===== src/hw/rtl/tgarle_pkg.sv =====
// tgarle_pkg: shared constants and types for the TGA run-length pixel decoder.
// No dependencies; imported by tga_rle_pixel_decoder.
package tgarle_pkg;

    // configuration register indexes
    localparam logic [1:0] REG_COMPRESSED   = 2'd0;
    localparam logic [1:0] REG_GREYSCALE    = 2'd1;
    localparam logic [1:0] REG_PIXEL_FORMAT = 2'd2;
    localparam logic [1:0] REG_PIXEL_COUNT  = 2'd3;

    localparam int CFG_IDX_W  = 2;
    localparam int CFG_DATA_W = 32;
    localparam int COUNT_W    = 32;

    // true-color format codes
    localparam logic [1:0] FMT_16 = 2'd0;
    localparam logic [1:0] FMT_24 = 2'd1;
    localparam logic [1:0] FMT_32 = 2'd2;

    // packet header fields
    localparam logic [7:0] HDR_RUN_BIT  = 8'h80;
    localparam logic [7:0] HDR_LEN_MASK = 8'h7f;

    typedef logic [7:0] t_byte;

    typedef struct packed {
        logic  pixel_valid;
        t_byte red;
        t_byte green;
        t_byte blue;
        t_byte repeat_res;
        logic  image_done;
        logic  truncated;
    } t_result;

endpackage


===== src/hw/rtl/tga_rle_pixel_decoder.sv =====
// tga_rle_pixel_decoder: turns TGA pixel-data bytes (RLE or raw) into color runs.
// Depends on tgarle_pkg (constants, result struct).
//
//  channel | direction | handshake                  | payload
//  --------+-----------+----------------------------+------------------------------------------
//  in      | sink      | i_in_valid / o_in_ready    | i_data_byte, i_stream_end
//  out     | source    | o_out_valid / i_out_ready  | o_pixel_valid .. o_truncated
//  cfg     | sink      | i_cfg_we (no wait)         | i_cfg_idx, i_cfg_data
//
// One byte per cycle while o_in_ready is high; a result appears in the output register the cycle after its byte.
// The per-byte path is one 33-bit subtract of pixels done from pixel count plus an 8-bit
// compare and a 32-bit add, all between the state registers and the output register.
// o_in_ready drops only while a result is held and i_out_ready is low.
// Synchronous active-low reset clears stream state, config to defaults, no result held.
module tga_rle_pixel_decoder (
    input  logic                           i_clk,
    input  logic                           i_rst_n,
    // config
    input  logic                           i_cfg_we,
    input  logic [tgarle_pkg::CFG_IDX_W-1:0]  i_cfg_idx,
    input  logic [tgarle_pkg::CFG_DATA_W-1:0] i_cfg_data,
    // byte stream in
    input  logic                           i_in_valid,
    output logic                           o_in_ready,
    input  logic [7:0]                     i_data_byte,
    input  logic                           i_stream_end,
    // results out
    output logic                           o_out_valid,
    input  logic                           i_out_ready,
    output logic                           o_pixel_valid,
    output logic [7:0]                     o_red,
    output logic [7:0]                     o_green,
    output logic [7:0]                     o_blue,
    output logic [7:0]                     o_repeat_res,
    output logic                           o_image_done,
    output logic                           o_truncated
);
    import tgarle_pkg::*;

    // config registers
    logic               r_compressed;
    logic               r_greyscale;
    logic [1:0]         r_pixel_format;
    logic [COUNT_W-1:0] r_pixel_count;

    // stream state
    logic               r_expect_header, n_expect_header;
    logic               r_run_packet,    n_run_packet;
    logic [7:0]         r_packet_left,   n_packet_left;
    logic [1:0]         r_byte_in_pixel, n_byte_in_pixel;
    logic [23:0]        r_pixel_bytes,   n_pixel_bytes;
    logic [COUNT_W-1:0] r_pixels_done,   n_pixels_done;

    // output register
    logic               r_out_valid;
    t_result            r_out, n_out;

    logic               in_fire;
    logic [COUNT_W:0]   remain_ext;
    logic               img_full;
    logic               hdr_now;
    logic [1:0]         need_m1;
    logic [23:0]        bytes_mrg;
    logic               pix_done;
    logic               remain_small;
    logic [7:0]         rep_raw;
    logic [7:0]         rep_clip;
    logic               done_now;
    logic               result_now;

    assign o_in_ready = !r_out_valid || i_out_ready;
    assign in_fire    = i_in_valid && o_in_ready;

    // remaining = count - done; borrow means done already past count
    assign remain_ext   = {1'b0, r_pixel_count} - {1'b0, r_pixels_done};
    assign img_full     = remain_ext[COUNT_W] || (remain_ext[COUNT_W-1:0] == '0);
    assign remain_small = (remain_ext[COUNT_W-1:8] == '0);
    assign hdr_now      = r_compressed && r_expect_header;

    // last byte position of a pixel; unused format code behaves as 32 bit
    always_comb begin
        if (r_greyscale) begin
            need_m1 = 2'd0;
        end else begin
            case (r_pixel_format)
                FMT_16:  need_m1 = 2'd1;
                FMT_24:  need_m1 = 2'd2;
                FMT_32:  need_m1 = 2'd3;
                default: need_m1 = 2'd3;
            endcase
        end
    end

    always_comb begin
        bytes_mrg = r_pixel_bytes;
        case (r_byte_in_pixel)
            2'd0:    bytes_mrg[7:0]   = r_pixel_bytes[7:0]   | i_data_byte;
            2'd1:    bytes_mrg[15:8]  = r_pixel_bytes[15:8]  | i_data_byte;
            2'd2:    bytes_mrg[23:16] = r_pixel_bytes[23:16] | i_data_byte;
            default: bytes_mrg = r_pixel_bytes;  // alpha byte is dropped
        endcase
    end

    assign pix_done = !img_full && !hdr_now && (r_byte_in_pixel >= need_m1);

    always_comb begin
        if (r_compressed && r_run_packet) begin
            rep_raw = r_packet_left;
        end else begin
            rep_raw = 8'd1;
        end
    end

    // clip to pixels still missing; remaining is nonzero whenever a pixel completes
    always_comb begin
        if (remain_small && (rep_raw >= remain_ext[7:0])) begin
            rep_clip = remain_ext[7:0];
            done_now = 1'b1;
        end else begin
            rep_clip = rep_raw;
            done_now = 1'b0;
        end
    end

    assign result_now = !img_full && (pix_done || i_stream_end);

    // next stream state
    always_comb begin
        n_expect_header = r_expect_header;
        n_run_packet    = r_run_packet;
        n_packet_left   = r_packet_left;
        n_byte_in_pixel = r_byte_in_pixel;
        n_pixel_bytes   = r_pixel_bytes;
        n_pixels_done   = r_pixels_done;
        if (img_full) begin
            // image complete: bytes ignored until the end of the stream
        end else if (hdr_now) begin
            n_run_packet    = |(i_data_byte & HDR_RUN_BIT);
            n_packet_left   = (i_data_byte & HDR_LEN_MASK) + 8'd1;
            n_expect_header = 1'b0;
            n_byte_in_pixel = 2'd0;
            n_pixel_bytes   = '0;
        end else if (pix_done) begin
            if (r_compressed) begin
                if (r_run_packet) begin
                    n_packet_left = 8'd0;
                end else begin
                    n_packet_left = r_packet_left - 8'd1;
                end
                if (n_packet_left == 8'd0) begin
                    n_expect_header = 1'b1;
                end
            end
            n_pixels_done   = r_pixels_done + {{(COUNT_W-8){1'b0}}, rep_clip};
            n_byte_in_pixel = 2'd0;
            n_pixel_bytes   = '0;
        end else begin
            n_byte_in_pixel = r_byte_in_pixel + 2'd1;
            n_pixel_bytes   = bytes_mrg;
        end
        if (i_stream_end) begin
            n_expect_header = 1'b1;
            n_run_packet    = 1'b0;
            n_packet_left   = '0;
            n_byte_in_pixel = '0;
            n_pixel_bytes   = '0;
            n_pixels_done   = '0;
        end
    end

    // result word
    always_comb begin
        n_out             = '0;
        n_out.pixel_valid = pix_done;
        if (pix_done) begin
            if (r_greyscale) begin
                n_out.red = bytes_mrg[7:0];
            end else if (need_m1 == 2'd1) begin
                // 5:5:5 expanded, red from bits 14..10
                n_out.blue  = {bytes_mrg[4:0], 3'b000};
                n_out.green = {bytes_mrg[9:8], bytes_mrg[7:5], 3'b000};
                n_out.red   = {bytes_mrg[14:10], 3'b000};
            end else begin
                n_out.blue  = bytes_mrg[7:0];
                n_out.green = bytes_mrg[15:8];
                n_out.red   = bytes_mrg[23:16];
            end
            n_out.repeat_res = rep_clip;
            n_out.image_done = done_now;
        end
        n_out.truncated = i_stream_end && !(pix_done && done_now);
    end

    always_ff @(posedge i_clk) begin
        if (!i_rst_n) begin
            r_compressed    <= 1'b1;
            r_greyscale     <= 1'b0;
            r_pixel_format  <= FMT_24;
            r_pixel_count   <= '0;
        end else if (i_cfg_we) begin
            case (i_cfg_idx)
                REG_COMPRESSED:   r_compressed   <= i_cfg_data[0];
                REG_GREYSCALE:    r_greyscale    <= i_cfg_data[0];
                REG_PIXEL_FORMAT: r_pixel_format <= i_cfg_data[1:0];
                REG_PIXEL_COUNT:  r_pixel_count  <= i_cfg_data[COUNT_W-1:0];
                default:          r_pixel_count  <= r_pixel_count;
            endcase
        end
    end

    always_ff @(posedge i_clk) begin
        if (!i_rst_n) begin
            r_expect_header <= 1'b1;
            r_run_packet    <= 1'b0;
            r_packet_left   <= '0;
            r_byte_in_pixel <= '0;
            r_pixel_bytes   <= '0;
            r_pixels_done   <= '0;
            r_out_valid     <= 1'b0;
        end else begin
            if (in_fire) begin
                r_expect_header <= n_expect_header;
                r_run_packet    <= n_run_packet;
                r_packet_left   <= n_packet_left;
                r_byte_in_pixel <= n_byte_in_pixel;
                r_pixel_bytes   <= n_pixel_bytes;
                r_pixels_done   <= n_pixels_done;
                r_out_valid     <= result_now;
            end else if (i_out_ready) begin
                r_out_valid     <= 1'b0;
            end
        end
    end

    always_ff @(posedge i_clk) begin
        if (in_fire && result_now) begin
            r_out <= n_out;
        end
    end

    assign o_out_valid   = r_out_valid;
    assign o_pixel_valid = r_out.pixel_valid;
    assign o_red         = r_out.red;
    assign o_green       = r_out.green;
    assign o_blue        = r_out.blue;
    assign o_repeat_res  = r_out.repeat_res;
    assign o_image_done  = r_out.image_done;
    assign o_truncated   = r_out.truncated;

    // a pixel word always carries at least one pixel
    a_rep_nonzero: assert property (@(posedge i_clk) disable iff (!i_rst_n)
        (o_out_valid && o_pixel_valid) |-> (o_repeat_res != 8'd0))
        else $error("pixel word with zero repeat");

    // a word without a pixel exists only to flag truncation
    a_empty_is_trunc: assert property (@(posedge i_clk) disable iff (!i_rst_n)
        (o_out_valid && !o_pixel_valid) |-> (o_truncated && !o_image_done))
        else $error("empty result word not flagged truncated");

    // completion and truncation never come together
    a_done_xor_trunc: assert property (@(posedge i_clk) disable iff (!i_rst_n)
        o_out_valid |-> !(o_image_done && o_truncated))
        else $error("image both done and truncated");

    // end of stream returns the stream state to its start
    a_end_clears: assert property (@(posedge i_clk) disable iff (!i_rst_n)
        (in_fire && i_stream_end) |=> (r_pixels_done == '0 && r_expect_header
                                       && r_byte_in_pixel == 2'd0))
        else $error("stream state not cleared after end of stream");

endmodule


===== config.mk =====
export PLATFORM = sky130hd
export DESIGN_NAME = tga_rle_pixel_decoder
export DESIGN_NICKNAME = d
export VERILOG_FILES = /design/src/hw/rtl/tgarle_pkg.sv /design/src/hw/rtl/tga_rle_pixel_decoder.sv
export SDC_FILE = /design/constraint.sdc
export NUM_CORES = 1
export LEC_CHECK = 0
export BUFFER_PORTS_ARGS = -buffer_cell sky130_fd_sc_hd__buf_2
export CORE_UTILIZATION = 50
export DETAILED_ROUTE_END_ITERATION = 7
export GPL_ROUTABILITY_DRIVEN = 0
export PLACE_DENSITY = 0.72
export SYNTH_ARGS = -nofsm -noshare
export SYNTH_HDL_FRONTEND = slang
export SYNTH_SLANG_ARGS = --single-unit

===== constraint.sdc =====
create_clock -name i_clk -period 5.7 [get_ports i_clk]
set_clock_uncertainty 0.2 [all_clocks]
set_input_delay 1.14 -clock i_clk [delete_from_list [all_inputs] [get_ports i_clk]]
set_output_delay 1.14 -clock i_clk [all_outputs]
set_load 0.02 [all_outputs]

Word level (Yosys, flattened, before mapping)
Cells that the tools add are included.
{"block": "totals", "input_bits": 48, "wordCells": 123, "register_bits": 140, "output_inout_bits": 37}
{"block": "classes", "order_cmp": 2, "eq_ne": 9, "mux": 43, "n_reduce_logical": 40, "bitwise": 4, "n_addsub": 5}
{"op": "32-bit 2-to-1 mux", "count": 4}
{"op": "8-bit 2-to-1 mux", "count": 16}
{"op": "24-bit 2-to-1 mux", "count": 5}
{"op": "32-bit by 32-bit subtractor with 33-bit output", "count": 1}
{"op": "32-bit by 8-bit adder with 32-bit output", "count": 1}
{"op": "32-bit logical NOT", "count": 1}
{"op": "24-bit logical NOT", "count": 1}
{"op": "8-bit bitwise OR", "count": 3}
{"op": "1-bit 2-to-1 mux", "count": 12}
{"op": "1-bit logical AND", "count": 10}
{"op": "2-bit 2-to-1 mux", "count": 5}
{"op": "2-bit AND reduction", "count": 5}
{"op": "3-bit nonzero test", "count": 3}
{"op": "7-bit by 1-bit adder with 8-bit output (second input constant)", "count": 1}
{"op": "2-bit by 1-bit == test with 1-bit output (second input constant)", "count": 4}
{"op": "8-bit >= comparator", "count": 1}
{"op": "8-bit logical NOT", "count": 1}
{"op": "4-bit AND reduction", "count": 2}
{"op": "8-bit by 1-bit subtractor with 8-bit output (second input constant)", "count": 1}
{"op": "2-bit == test (second input constant)", "count": 3}
{"op": "2-bit logical NOT", "count": 3}
{"op": "2-bit nonzero test", "count": 3}
{"op": "5-bit AND reduction", "count": 1}
{"op": "1-bit logical NOT", "count": 4}
{"op": "other kinds (9)", "count": 12}

Logic depth before layout (Yosys ltp)
{"block": "logic_depth", "ltp_word": 16, "mapped_depth": 28, "mapped_depth_nobuf": 27}

Worst setup path before layout
Ideal clock, no wire load.
{"block": "synth_path", "path_kind": "register to register", "from": "register r_pixel_count[0]", "to": "register r_pixels_done[10]", "path_stages_with_launch": 27, "setup_slack_ns": -0.131, "synth_period_minus_slack_ns": 5.831, "setup_time_ns": 0.059, "required_time_ns": 5.441, "arrival_time_ns": 5.572, "path_buffers": 1, "cell_sequence": "dfxtp_1 -> inv_1 -> ha_1 -> fa_1 -> nand2b_1 -> a21oi_2 -> o211a_1 -> mux2_2 -> nor4_1 -> nand4_1 -> nor4_2 -> nand3_2 -> nor2_2 -> mux2i_1 -> ha_1 -> inv_1 -> fa_1 -> o21ai_0 -> nand3_1 -> nand2_1 -> a21o_1 -> a21oi_1 -> a21oi_2 -> nand2_1 -> clkbuf_1 -> or4_1 -> nand2_1"}
{"block": "synth_between", "elab_chain_cells": 9, "elab_cells_between_ends": 18, "classes_between": "add/sub (2); order compare (1); eq/ne (1); mux (5); reduce/logical (9)"}
{"item": "start, declared", "line": "tga_rle_pixel_decoder.sv:44", "rtl": "logic [COUNT_W-1:0] r_pixel_count;"}
{"item": "start signal, assigned", "line": "tga_rle_pixel_decoder.sv:205", "rtl": "REG_PIXEL_COUNT: r_pixel_count <= i_cfg_data[COUNT_W-1:0];"}
{"item": "start signal, assigned", "line": "tga_rle_pixel_decoder.sv:206", "rtl": "default: r_pixel_count <= r_pixel_count;"}
{"item": "32-bit by 32-bit subtractor with 33-bit output (*)", "line": "tga_rle_pixel_decoder.sv:75", "rtl": "assign remain_ext = {1'b0, r_pixel_count} - {1'b0, r_pixels_done};"}
{"item": "8-bit >= comparator / 24-bit logical NOT (equally long branches)", "line": "tga_rle_pixel_decoder.sv:116, tga_rle_pixel_decoder.sv:77"}
{"item": "1-bit logical AND", "line": "tga_rle_pixel_decoder.sv:116", "rtl": "if (remain_small && (rep_raw >= remain_ext[7:0])) begin"}
{"item": "8-bit 2-to-1 mux (*)", "line": "tga_rle_pixel_decoder.sv:116"}
{"item": "named net rep_clip[0]", "line": "tga_rle_pixel_decoder.sv:67", "rtl": "logic [7:0] rep_clip;"}
{"item": "32-bit by 8-bit adder with 32-bit output (*)", "line": "tga_rle_pixel_decoder.sv:154", "rtl": "n_pixels_done = r_pixels_done + {{(COUNT_W-8){1'b0}}, rep_clip};"}
{"item": "32-bit 2-to-1 mux (*)", "line": "tga_rle_pixel_decoder.sv:143", "rtl": "end else if (pix_done) begin"}
{"item": "32-bit 2-to-1 mux (*)", "line": "tga_rle_pixel_decoder.sv:137", "rtl": "end else if (hdr_now) begin"}
{"item": "32-bit 2-to-1 mux (*)", "line": "tga_rle_pixel_decoder.sv:135", "rtl": "if (img_full) begin"}
{"item": "32-bit 2-to-1 mux (*)", "line": "tga_rle_pixel_decoder.sv:161", "rtl": "if (i_stream_end) begin"}
{"item": "end signal, assigned", "line": "tga_rle_pixel_decoder.sv:227", "rtl": "r_pixels_done <= n_pixels_done;"}
{"item": "end, declared", "line": "tga_rle_pixel_decoder.sv:52", "rtl": "logic [COUNT_W-1:0] r_pixels_done, n_pixels_done;"}
Mark *: on every way through the listed nets, which the timed path passes. The rest lies on a longest branch. The select of a mux whose other input is x is not followed.
A chain may end at the register's enable or synchronous reset.

Worst setup path in the final report
{"block": "layout_path", "from": "register r_pixel_count[0]", "to": "register r_pixels_done[13]"}
The elaborated chain is that of the path after synthesis.

==> run_results.csv <==
group,metric,value,unit
status,outcome,"finished, final reports clean",
drt,via_per_inst,5.96,
grt,grt_max_degree,47,
drt,drt_wl_total,25700,microns
logic_synthesis,synth_edf_count,35,
worst_setup_path,cp_slowest_cell,"or4_1",
sta,slew_headroom,29.2,%
logic_synthesis,synthFlopType,"dfxtp_1",
worst_hold_path,hold_path.class,"flip-flop to flip-flop",
clock_network,clockBufferDepth,2,
sta,fmax,176,MHz
logic_synthesis,syn_area,0.00902,sq mm
worst_setup_path,worstPathRequired,5.87,ns
grt,grt_use_total,27.8,%
sta,worst_slew_pin_slew,1.06,ns
placement,portBuffers,84,
logic_synthesis,synthArstFlopShare,0,%
worst_setup_path,crit_buf_inv,3,
final_layout,syn_to_final_growth,22.8,%
floorplanning,initial_core_util,51.6,%
logic_synthesis,synth-seq-cells,140,
final_layout,nFillCells,1494,
logic_synthesis,synthDistinctLibCells,74,
final_layout,multi_input_area,0.00570,sq mm
floorplanning,die_y,136,microns
clock_network,clk_pin_slew,0.07,ns
sta,timing.final.ws_setup,0.0337,ns
worst_setup_path,start_kind,"flip-flop",
drt,initialDrtViolationCount,659,
grt,grt.overflow.total,0,
clock_network,cts-root-buf,"clkbuf_16",
logic_synthesis,syn_nets,1233,
final_layout,diodes,0,
worst_setup_path,path_common_cell,"a21o_1",
drt,drtPass1Iterations,6,
final_layout,drive_above_1_share,23.4,%
sta,hold_viol,0,
floorplanning,rows,48,
placement,place_inst,1438,
placement,hpwl,18500,microns
clock_network,cts.sinks,140,
logic_synthesis,ys.warnings.count,0,
drt,drc,0,
clock_network,htree_levels,4,
final_layout,finish.utilization,63.4,%
floorplanning,dieWidth,136,microns
final_layout,final_cell_mix,"nand2_1, a21oi_1, dfxtp_1",
grt,grt_pass1_vias,8099,
worst_setup_path,crit_type,"flip-flop to flip-flop",
logic_synthesis,avgSynthCellArea,8.01,sq um
final_layout,regArea,0.00316,sq mm
power,p_leak,4.61,nW
worst_setup_path,path_max_fanout,5,
logic_synthesis,synth_seq_area_share,35.0,%
floorplanning,io_pins,85,
grt,antenna_found_initial,0,
sta,final-setup-viol-count,0,
placement,pre_cts_ws,-0.111,ns
drt,route.vias.total,8868,
sta,fin_tns_setup,0,ns
clock_network,cts_hold_buf,0,
power,power_density,257,mW/mm^2
final_layout,layout.nets,1356,
floorplanning,core_area,0.0175,sq mm
drt,post_drt_wl_per_cell,17.3,microns
grt,grt_pass1_wl,40400,microns
sta,grt_setup_unrepaired,"yes",
worst_setup_path,end_kind,"flip-flop",
clock_network,cts_buffers,17,
sta,period_needed,5.67,ns
floorplanning,die_area,0.0186,sq mm
sta,fin_crit_sh,99.4,%
power,ir_drop,0.225,mV
final_layout,mostFrequentLayoutCell,"nand2_1",
worst_setup_path,crit_family,"simple AND/OR/NAND/NOR gates",
worst_setup_path,max_stage_delay,0.41,ns
worst_setup_path,arrival,5.84,ns
flow_run,drv_cap,0,
final_layout,layout.cells.non_filler,1487,
logic_synthesis,synthesis.instances,1126,
drt,ant_nets,0,
clock_network,cts_tree,"done",
clock_network,clock_latency,0.44,ns
sta,drv_slew,0,
==> final timing paths <==
check / from / slack, ns / endpoint / depth (start not counted)
worst max-delay path: r_pixel_count[0]$_SDFFE_PN0P_ / 0.03 / r_pixels_done[13]$_SDFFE_PN0P_ / 27
worst min-delay path: r_pixel_bytes[14]$_SDFFE_PN0P_ / 0.26 / r_pixel_bytes[14]$_SDFFE_PN0P_ / 2
worst max register to register: r_pixel_count[0]$_SDFFE_PN0P_ / 0.03 / r_pixels_done[13]$_SDFFE_PN0P_ / 27
worst min register to register: r_pixel_bytes[14]$_SDFFE_PN0P_ / 0.26 / r_pixel_bytes[14]$_SDFFE_PN0P_ / 2
==> kinds of logic (layout without fill, tap and decap cells) <==
family                     count (synthesis)  count (layout)  share of synthesized area, %
xor gates and xnor gates                  28              28                          2.72
AOI/OAI and AO/OA                        346             346                          24.8
DFF                                      140             140                          35.0
and+or+nand+nor                          409             409                          21.5
buffers and inverters                    127             263                          5.68
adders and majority gates                 59              59                          8.35
muxes                                     17              17                          1.92
==> power by group <==
part	internal, mW	leakage, nW	switching [mW]
clock network	0.616	0.270	0.487
logic	0.257	3.16	0.400
registers	1.06	1.18	0.0266
==> cell usage after synthesis, drive strengths merged, types with 10 or more instances <==
cell / count / area, sq um
a211oi: 26 / 195
o211ai: 15 / 113
xor2: 12 / 105
a21oi: 131 / 682
clkbuf: 44 / 166
or4: 12 / 90.1
nand4: 17 / 119
and2: 16 / 103
a31oi: 23 / 159
dfxtp: 105 / 2100
nand2: 154 / 578
o21a: 10 / 75.1
ha: 57 / 713
o31ai: 11 / 82.6
mux2i: 15 / 150
a21o: 24 / 180
inv: 63 / 236
edfxtp: 35 / 1050
nand2b: 11 / 68.8
nor2: 97 / 367
xnor2: 16 / 140
nand3: 25 / 130
nor4: 11 / 75.1
nor3: 23 / 115
and3: 17 / 106
or3: 11 / 68.8
buf: 20 / 109
o21ai: 57 / 289
==> stage by stage <==
stage | hold WS, ns | instance area, sq um | power [mW]
3_3_place_gp | 0.238 | 9960 | 1.69
2_1_floorplan | 0.229 | 9020 | 1.53
3_5_place_dp | 0.249 | 9960 | 1.70
5_1_grt | 0.287 | 11100 | 2.96
6_report | 0.256 | 11100 | 2.84
4_1_cts | 0.258 | 10600 | 2.80
==> tightest hold or removal path: stages (launching register included) <==
cell and delay, ns:
dfxtp_1 0.31, nand2_1 0.05, o21ai_1 0.05
==> layout make-up <==
cell class	count	share of cell area, %
Multi-Input combinational cell	859	51.5
Sequential cell	140	28.5
Timing Repair Buffer	168	10.1
Clock buffer	18	3.88
Tap cell	225	2.54
Inverter	63	2.16
Clock inverter	14	1.32
==> sequential cells by signal (all words and copies together) (netlist names), 2 cells and up <==
signal / flops
o_red: 8
r_pixel_bytes: 24
r_pixel_format: 2
o_green: 8
r_packet_left: 8
r_pixels_done: 32
o_blue: 8
r_byte_in_pixel: 2
r_pixel_count: 32
o_repeat_res: 8
==> what timing repair did <==
action	CTS	global route
setup endpoints to repair	15	24
resized for setup	9	78
pin swaps	5	47
buffers inserted	3	11
gates cloned	0	3
==> routing by layer <==
metal	GRT usage (%)	up-vias	share of wire [%]
li1	-	4333	-
met3	5.00	56	5.5
met2	44.7	306	47
met1	36.1	4173	44
met4	12.6	0	3.7
met5	0	-	0
Power figures use the tool's default switching activity.
